`config.mk`:
```
export PLATFORM = sky130hd
export DESIGN_NAME = nbpfi_ctrl
export DESIGN_NICKNAME = d
export VERILOG_FILES = /design/src/rtl/nbpfi_pkg.sv /design/src/rtl/nbpfi_ctrl.sv
export SDC_FILE = /design/constraint.sdc
export NUM_CORES = 1
export LEC_CHECK = 0
export ABC_AREA = 1
export BUFFER_PORTS_ARGS = -buffer_cell sky130_fd_sc_hd__buf_2
export CAP_MARGIN = 20
export CORE_MARGIN = 8
export CORE_UTILIZATION = 30
export DETAILED_ROUTE_END_ITERATION = 8
export GPL_ROUTABILITY_DRIVEN = 0
export SLEW_MARGIN = 30
export SYNTH_ARGS = -nofsm -noshare
export SYNTH_HDL_FRONTEND = slang
export SYNTH_SLANG_ARGS = --single-unit
```
`constraint.sdc`:
```
create_clock -name clock -period 3.5 [get_ports clock]
set_input_delay 0.7 -clock clock [delete_from_list [all_inputs] [get_ports clock]]
set_output_delay 0.7 -clock clock [all_outputs]
set_load 0.1 [all_outputs]
```
`src/rtl/nbpfi_pkg.sv`:
```
package nbpfi_pkg;

   localparam int NumParticlesDefault = 8;
   localparam int IdxW = 3;
   localparam logic [31:0] TimeStepReset = 32'd429497;
   localparam logic [30:0] MinDistReset = 31'd13107;
   localparam logic signed [47:0] ForceMax = 48'sh7FFF_FFFF_FFFF;

   localparam logic CsrTimeStep = 1'b0;
   localparam logic CsrMinDist = 1'b1;

   localparam logic ReqLoad = 1'b0;
   localparam logic ReqStep = 1'b1;

   typedef struct packed {
      logic req_type;
      logic [2:0] particle_index;
      logic signed [31:0] load_pos_x;
      logic signed [31:0] load_pos_y;
      logic signed [31:0] load_pos_z;
      logic signed [31:0] load_vel_x;
      logic signed [31:0] load_vel_y;
      logic signed [31:0] load_vel_z;
      logic [15:0] load_mass;
   } req_type_type;

   typedef struct packed {
      logic [2:0] out_index;
      logic signed [31:0] out_pos_x;
      logic signed [31:0] out_pos_y;
      logic signed [31:0] out_pos_z;
      logic out_last;
   } rsp_type_type;

   typedef enum logic [3:0] {
      ST_IDLE, ST_CLEAR, ST_PF_RD, ST_PF_DIV, ST_PF_ACC,
      ST_UP_RD, ST_UP_DIV, ST_UP_MUL, ST_UP_WR, ST_EMIT
   } state_type;

   // controller to datapath
   typedef struct packed {
      logic load;
      logic clear;
      logic pf_read;
      logic div_start;
      logic pf_acc;
      logic up_read;
      logic up_mul;
      logic up_write;
      logic emit;
      logic [5:0] j;
      logic [5:0] k;
      logic [1:0] axis;
   } cmd_type;

   typedef struct packed {
      logic div_done;
      logic mul_done;
   } sts_type;

   function automatic logic signed [31:0] sat32(input logic signed [49:0] v);
      if (v > 50'sd2147483647) return 32'sh7FFF_FFFF;
      if (v < -50'sd2147483648) return 32'sh8000_0000;
      return v[31:0];
   endfunction

endpackage

```
`src/rtl/nbpfi_ctrl.sv`:
```
module nbpfi_ctrl #(
   parameter int NUM_PARTICLES = nbpfi_pkg::NumParticlesDefault
) (
   input logic clock,
   input logic reset,
   input logic req_valid,
   output logic req_ready,
   input logic req_kind,
   output logic rsp_valid,
   input logic rsp_ready,
   output nbpfi_pkg::cmd_type cmd,
   input nbpfi_pkg::sts_type sts
);

   nbpfi_pkg::state_type state_ff, state_in;
   logic [5:0] j_ff, j_in, k_ff, k_in;
   logic [1:0] a_ff, a_in;
   logic prev_rd_ff;
   localparam logic [5:0] Last = 6'(NUM_PARTICLES - 1);

   always_comb begin
      state_in = state_ff;
      j_in = j_ff;
      k_in = k_ff;
      a_in = a_ff;
      case (state_ff)
         nbpfi_pkg::ST_IDLE: begin
            if (req_valid && req_kind == nbpfi_pkg::ReqStep) begin
               state_in = nbpfi_pkg::ST_CLEAR;
               j_in = '0;
               k_in = 6'd1;
               a_in = '0;
            end
         end
         nbpfi_pkg::ST_CLEAR: state_in = nbpfi_pkg::ST_PF_RD;
         nbpfi_pkg::ST_PF_RD: state_in = nbpfi_pkg::ST_PF_DIV;
         nbpfi_pkg::ST_PF_DIV: if (sts.div_done) state_in = nbpfi_pkg::ST_PF_ACC;
         nbpfi_pkg::ST_PF_ACC: begin
            state_in = nbpfi_pkg::ST_PF_RD;
            if (a_ff != 2'd2) a_in = a_ff + 2'd1;
            else begin
               a_in = '0;
               if (k_ff == Last || (k_ff == Last - 6'd1 && j_ff == Last)) begin
                  k_in = (j_ff == 6'd0) ? 6'd0 : 6'd0;
                  if (j_ff == Last) begin
                     j_in = '0;
                     state_in = nbpfi_pkg::ST_UP_RD;
                  end else begin
                     j_in = j_ff + 6'd1;
                     k_in = 6'd0;
                  end
               end else begin
                  k_in = (k_ff + 6'd1 == j_ff) ? k_ff + 6'd2 : k_ff + 6'd1;
               end
            end
         end
         nbpfi_pkg::ST_UP_RD: state_in = nbpfi_pkg::ST_UP_DIV;
         nbpfi_pkg::ST_UP_DIV: if (sts.div_done) state_in = nbpfi_pkg::ST_UP_MUL;
         nbpfi_pkg::ST_UP_MUL: if (sts.mul_done) state_in = nbpfi_pkg::ST_UP_WR;
         nbpfi_pkg::ST_UP_WR: begin
            if (a_ff != 2'd2) begin
               a_in = a_ff + 2'd1;
               state_in = nbpfi_pkg::ST_UP_RD;
            end else state_in = nbpfi_pkg::ST_EMIT;
         end
         nbpfi_pkg::ST_EMIT: begin
            if (rsp_ready) begin
               a_in = '0;
               if (j_ff == Last) state_in = nbpfi_pkg::ST_IDLE;
               else begin
                  j_in = j_ff + 6'd1;
                  state_in = nbpfi_pkg::ST_UP_RD;
               end
            end
         end
         default: state_in = nbpfi_pkg::ST_IDLE;
      endcase
   end

   always_comb begin
      cmd = '0;
      cmd.j = j_ff;
      cmd.k = (state_ff == nbpfi_pkg::ST_PF_RD && k_ff == j_ff) ? k_ff + 6'd1 : k_ff;
      cmd.axis = a_ff;
      req_ready = 1'b0;
      rsp_valid = 1'b0;
      case (state_ff)
         nbpfi_pkg::ST_IDLE: begin
            req_ready = 1'b1;
            cmd.load = req_valid && req_kind == nbpfi_pkg::ReqLoad;
         end
         nbpfi_pkg::ST_CLEAR: cmd.clear = 1'b1;
         nbpfi_pkg::ST_PF_RD: cmd.pf_read = 1'b1;
         nbpfi_pkg::ST_PF_DIV: cmd.div_start = 1'b0;
         nbpfi_pkg::ST_PF_ACC: cmd.pf_acc = 1'b1;
         nbpfi_pkg::ST_UP_RD: cmd.up_read = 1'b1;
         nbpfi_pkg::ST_UP_MUL: cmd.up_mul = 1'b1;
         nbpfi_pkg::ST_UP_WR: cmd.up_write = 1'b1;
         nbpfi_pkg::ST_EMIT: rsp_valid = 1'b1;
         default: ;
      endcase
      // divider launches on the cycle after operands are registered
      if (state_ff == nbpfi_pkg::ST_PF_DIV && prev_rd_ff) cmd.div_start = 1'b1;
      if (state_ff == nbpfi_pkg::ST_UP_DIV && prev_rd_ff) cmd.div_start = 1'b1;
   end

   always_ff @(posedge clock) begin
      if (reset) begin
         state_ff <= nbpfi_pkg::ST_IDLE;
         j_ff <= '0;
         k_ff <= '0;
         a_ff <= '0;
         prev_rd_ff <= 1'b0;
      end else begin
         state_ff <= state_in;
         j_ff <= j_in;
         k_ff <= (state_in == nbpfi_pkg::ST_PF_RD && k_in == j_in) ? k_in + 6'd1 : k_in;
         a_ff <= a_in;
         prev_rd_ff <= (state_ff == nbpfi_pkg::ST_PF_RD) || (state_ff == nbpfi_pkg::ST_UP_RD);
      end
   end

endmodule

```
==> flow_summary.toml, run 1 <==
[worst_setup_path]
critPathKind = "reg2out"
crit_path_end_kind = "output pin"
arrival_ns = 2.47
cpMostUsedCell = "nand2_1"
cp-start-kind = "flip-flop"
slowest_delay_ns = 0.56
path_cells = "inv_2 -> nand2_1 -> nand2_1 -> nor3_1 -> nand4_1 -> o21ai_1 -> buf_2"
worstPathRequired_ns = 2.80
rr_worst_depth = 17
cpMaxStageDelayCell = "dfxtp_1"
worst-path-max-fanout = 11

[routing]
drt-initial-drc-count = 121
detail-route-antenna-nets = 0
detail_route.wl_per_cell_um = 12.8
vias = 2494
drc = 0
dr.pass1.iters = 4
routed_wl_um = 6760
vias_per_cell = 4.72

[timing]
rsz0062_at_grt = "no"
hold_viol = 0
fin_hold_ws_ns = 0.599
finClkSkew_ns = 0.0132
slew_viol_final = 0
timing.final.crit_share_pct = 90.5
finalCriticalPeriod_ns = 3.17
finalSetupViolCount = 0
setup_tns_ns = 0
timing.fmax_mhz = 316

[global_route]
globalRouteTotalUtil_pct = 13.5
antenna_found_initial = 0
grt_pass1_wl_um = 11400
grt_pass1_vias = 2357
grt-ovfl-total = 0
grt_max_degree = 18

[logic_synthesis]
synth_fp_nets = 419
synth.most_common_cell = "nand2_1"
synthTopCellsByArea = "nand2_1 21%, dfxtp_1 17%, nand3_1 9.7%, inv_1 9.4%, nor2_1 6.3%"
syn_area_mm2 = 0.00228
yosysSeqAreaShare_pct = 16.7
synth_top_flop_cell = "dfxtp_1"
ys.warnings.count = 0
ys_top_cells_by_count = "126 x nand2_1, 57 x inv_1, 44 x nand3_1"
ys_ff_latch = 19
synth_cells = 403
synthArstFlopShare_pct = 0
synth_cell_types = 32
synth_top_area_share_pct = 20.8
synth_area_per_cell_um2 = 5.65
synth_edf_count = 0
synth_area_leader_cell = "nand2_1"

[pwr]
power_leakage_nw = 1.30
powerDensity_mw_per_mm2 = 533
peakVddDrop_v = 0.000312
total_power_mw = 1.36

[clocking]
cts_buffers = 3
post-cts-setup-buffers = 0
insertion_delay_ns = 0.27
cts.repair.resized = 0
clk_pin_slew_ns = 0.08
postCtsHoldBufs = 0
htree_num_levels = 1
cts_tree = "built"
clkSinkCount = 19
clock_path_buffers = 2
cts_root_buf = "clkbuf_8"

[floorplan]
pin_count = 32
die_area_mm2 = 0.0106
die_y_um = 103
coreArea_mm2 = 0.00729
fp-row-count = 31
start_util_pct = 31.2
die_x_um = 103

[cells_and_area]
area_growth_pct = 12.3
nets = 446
final_core_util_pct = 35.0
drive_gt1_share_pct = 15.9
antennaDiodeCount = 0
fin_cells = 528

[place]
hpwlAfterDp_um = 5520
port_buffers = 30
place_inst = 524

[outcome]
status = "finished clean"

[worst_hold_path]
hold_depth = 2
worstHoldPathType = "reg2reg"

[flow_run]
cap_violations = 0
layout by cell type, fill, tap and decap left out:
| cell | n |
|---|---|
| nand2_1 | 126 |
| inv_1 | 57 |
| nand3_1 | 44 |
| nor2_1 | 38 |
| buf_2 | 30 |
| dfxtp_1 | 19 |
| a21oi_1 | 14 |
| o21ai_0 | 11 |
| nand2_2 | 9 |
| ha_1 | 9 |
| nand4_1 | 7 |
| nand3_2 | 7 |
| xor2_1 | 7 |
| nor3_1 | 6 |
| o21ai_1 | 6 |
| inv_2 | 5 |
| nor2_4 | 5 |
| xnor2_1 | 4 |
| nand2_4 | 4 |
| clkbuf_8 | 3 |
| buf_4 | 3 |
| nand3b_1 | 2 |
| a31oi_1 | 2 |
| nor3_2 | 1 |
| a21boi_1 | 1 |
| o22ai_1 | 1 |
| clkinv_1 | 1 |
| a21boi_0 | 1 |
| o211ai_1 | 1 |
| and3_1 | 1 |
| a211oi_1 | 1 |
| o211a_1 | 1 |
| conb_1 | 1 |
| clkinv_2 | 1 |
worst paths after layout:
kind,start,to,slack (ns)
min,a_ff[0],a_ff[0],0.60
max,k_ff[5],cmd[4],0.33
min reg2reg,a_ff[0],a_ff[0],0.60
max reg2reg,k_ff[0],k_ff[0],0.77
flip-flops by register name, summed over array words and instances (netlist names):
register and count:
state_ff 4, j_ff 6, a_ff 2, k_ff 6
prev_rd_ff 1
power breakdown:
part	leakage (nW)	internal (mW)	switching, mW
Clock	0.0255	0.0793	0.0797
Sequential	0.154	0.245	0.0432
Combinational	1.12	0.208	0.706
logic make-up (layout without fill, tap and decap cells):
| logic type | count (synthesis) | after routing | synth area share [%] |
|---|---|---|---|
| compound gates | 39 | 39 | 9.40 |
| fa+ha+maj | 9 | 9 | 4.95 |
| simple gates | 250 | 250 | 51.1 |
| flops | 19 | 19 | 16.7 |
| xor+xnor | 11 | 11 | 4.23 |
| buf+inv | 74 | 100 | 13.4 |
| other cells | 1 | 1 | 0.165 |
worst max-delay path: cells and delay by family, from the launching register on:
family,cells,cell delay [ns]
compound gates,1,0.31
simple gates,4,0.77
buf+inv,2,0.57
flops,1,0.56
metrics by stage:
step                setup slack (ns)  area (um^2)
global route                   0.148         2550
floorplan                     -0.486         2280
detailed placement             0.597         2510
CTS                            0.309         2550
global placement               0.557         2510
finish                         0.334         2550
layer usage:
metal	track usage [%]	routed length, um
met1	17.3	3160
met2	23.1	3180
met3	1.69	340
met4	3.67	71
met5	0	0
layout make-up:
cell class / instances / area, um^2
sequential: 19 / 380
clock buffer: 3 / 41.3
tap: 99 / 124
timing repair buffer: 33 / 173
fill: 858 / 4740
clock inverter: 1 / 5.00
multi-input combinational: 310 / 1600
inverter: 63 / 236
Power figures use the tool's default switching activity.
==> run 2: changes to the inputs <==
RECOVER_POWER = 50   (was unset)
==> run 2 against run 1 <==
Net effect:
- worst hold slack improved by 0.0022 ns
- worst setup slack got worse by 0.0011 ns
- via count rose by 0.52%
- die area did not move
- sequential share of layout area rose by 0.15 points
- combinational power fell by 0.8%
- cell count did not move
- wire length rose by 0.21%
- clock skew barely moved
- first-iteration DRC count fell by 0.83%
- power fell by 0.55%
==> flow_summary.toml, run 2 (synthesis results as in run 1) <==
[pwr]
total_power_mw = 1.35
power_leakage_nw = 1.25
peakVddDrop_v = 0.000302
powerDensity_mw_per_mm2 = 535

[worst_setup_path]
arrival_ns = 2.47
path_depth = 7
cp-startpoint = "k_ff[5]"
path_cells = "inv_2 -> nand2_1 -> nand2_1 -> nor3_1 -> nand4_1 -> o21ai_1 -> buf_2"
slowest_delay_ns = 0.56
critPathKind = "reg2out"
cpMostUsedCell = "nand2_1"
worstPathRequired_ns = 2.80
rr_worst_depth = 18
r2r_end = "k_ff[0]"
worst-path-max-fanout = 11
cp-start-kind = "flip-flop"
crit_path_end_kind = "output pin"
crit_family = "simple AND/OR/NAND/NOR gates"
worstSetupEndpoint = "cmd[4]"
crit_buf_inv = 2
cpMaxStageDelayCell = "dfxtp_1"
ff2ff_setup_slack_ns = 0.39
r2r-start = "j_ff[1]"

[place]
dp_slack_ns = 0.597
port_buffers = 30
hpwlAfterDp_um = 5520

[clocking]
post-cts-setup-buffers = 0
clock_path_buffers = 2
cts_tree = "built"
cts_buffers = 3
cts.repair.resized = 0
clk_pin_slew_ns = 0.08
cts_root_buf = "clkbuf_8"
htree_num_levels = 1
postCtsHoldBufs = 0
insertion_delay_ns = 0.27
clkSinkCount = 19

[global_route]
globalRouteTotalUtil_pct = 13.5
grt_pass1_wl_um = 11400
grt_max_degree = 18
grt-ovfl-total = 0
grt_pass1_vias = 2357
antenna_found_initial = 0

[worst_hold_path]
worstHoldPathType = "reg2reg"

[cells_and_area]
top_regs = "j_ff x6, k_ff x6, state_ff x4"
seq_area_um2 = 380
area_growth_pct = 11.1
drive_gt1_share_pct = 13.3
antennaDiodeCount = 0
final_common_cell = "nand2_1"
multi_input_comb_area_mm2 = 0.00158
nets = 446
layout_common_cells = "127 x nand2_1, 57 x inv_1, 44 x nand3_1"
n_fill_cell = 865
final_core_util_pct = 34.7

[routing]
vias = 2507
detail_route.wl_per_cell_um = 12.8
drt-initial-drc-count = 120
dr.pass1.iters = 5
detail-route-antenna-nets = 0
vias_per_cell = 4.75
routed_wl_um = 6770
drc = 0

[floorplan]
fp-row-count = 31
pin_count = 32
die_area_mm2 = 0.0106
die_y_um = 103
coreArea_mm2 = 0.00729
start_util_pct = 31.2
die_x_um = 103

[timing]
finClkSkew_ns = 0.0131
finalCriticalPeriod_ns = 3.17
finalSetupViolCount = 0
setup_tns_ns = 0
hold_viol = 0
rsz0062_at_grt = "no"
slew_headroom_pct = 21.8
slew_viol_final = 0
timing.final.crit_share_pct = 90.5
fin_hold_ws_ns = 0.601
timing.fmax_mhz = 316
fin_ws_ns = 0.333
worst_pin_slew_ns = 1.18

[flow_run]
cap_violations = 0

[outcome]
status = "finished clean"
==> run 2: cell types whose count changed in the layout (fill, tap and decap cells not counted) <==
| cell | previous run | this run |
|---|---|---|
| nor2_1 | 38 | 39 |
| clkbuf_1 | 0 | 9 |
| o21ai_1 | 6 | 5 |
| nand2_4 | 4 | 3 |
| nor2_4 | 5 | 4 |
| o21ai_0 | 11 | 12 |
| nand2_1 | 126 | 127 |
| buf_2 | 30 | 21 |
==> run 2: report_power, final <==
group / internal, mW / switching, mW
clock network: 0.0793 / 0.0796
logic: 0.203 / 0.702
registers: 0.245 / 0.0435
==> run 2: how the worst min path moves through the flow <==
stage | start | to | slack, ns | depth (start not counted)
final | a_ff[0] | a_ff[0] | 0.60 | 2
after global routing | a_ff[1] | a_ff[1] | 0.63 | 2
after detailed placement | a_ff[1] | a_ff[1] | 0.59 | 2
after floorplan | state_ff[1] | prev_rd_ff | 0.55 | 2
after global placement | a_ff[0] | a_ff[0] | 0.58 | 2
after CTS | a_ff[1] | a_ff[1] | 0.60 | 2
==> run 2: cell type report <==
type                            count  share of cell area [%]
Timing Repair Buffer               33                    6.38
Tap cell                           99                    4.90
Inverter                           63                    9.35
Sequential cell                    19                    15.0
Multi-Input combinational cell    310                    62.5
Clock inverter                      1                   0.198
Clock buffer                        3                    1.63
==> run 2: per-layer routing <==
metal | share of wire (%) | global-route usage, %
met1 | 47 | 17.3
met3 | 5.4 | 1.69
met5 | 0 | 0
met4 | 1.0 | 3.67
met2 | 47 | 23.1
==> run 2: through the flow <==
stage / instance area [um^2] / instances
floorplan: 2280 / 403
global placement: 2510 / 524
detailed placement: 2510 / 524
CTS: 2550 / 528
global route: 2530 / 528
finish: 2530 / 528
==> run 2: tightest hold or removal path: stages, from the launching register on <==
cell,delay (ns)
dfxtp_1,0.34
o21ai_0,0.16
a31oi_1,0.06
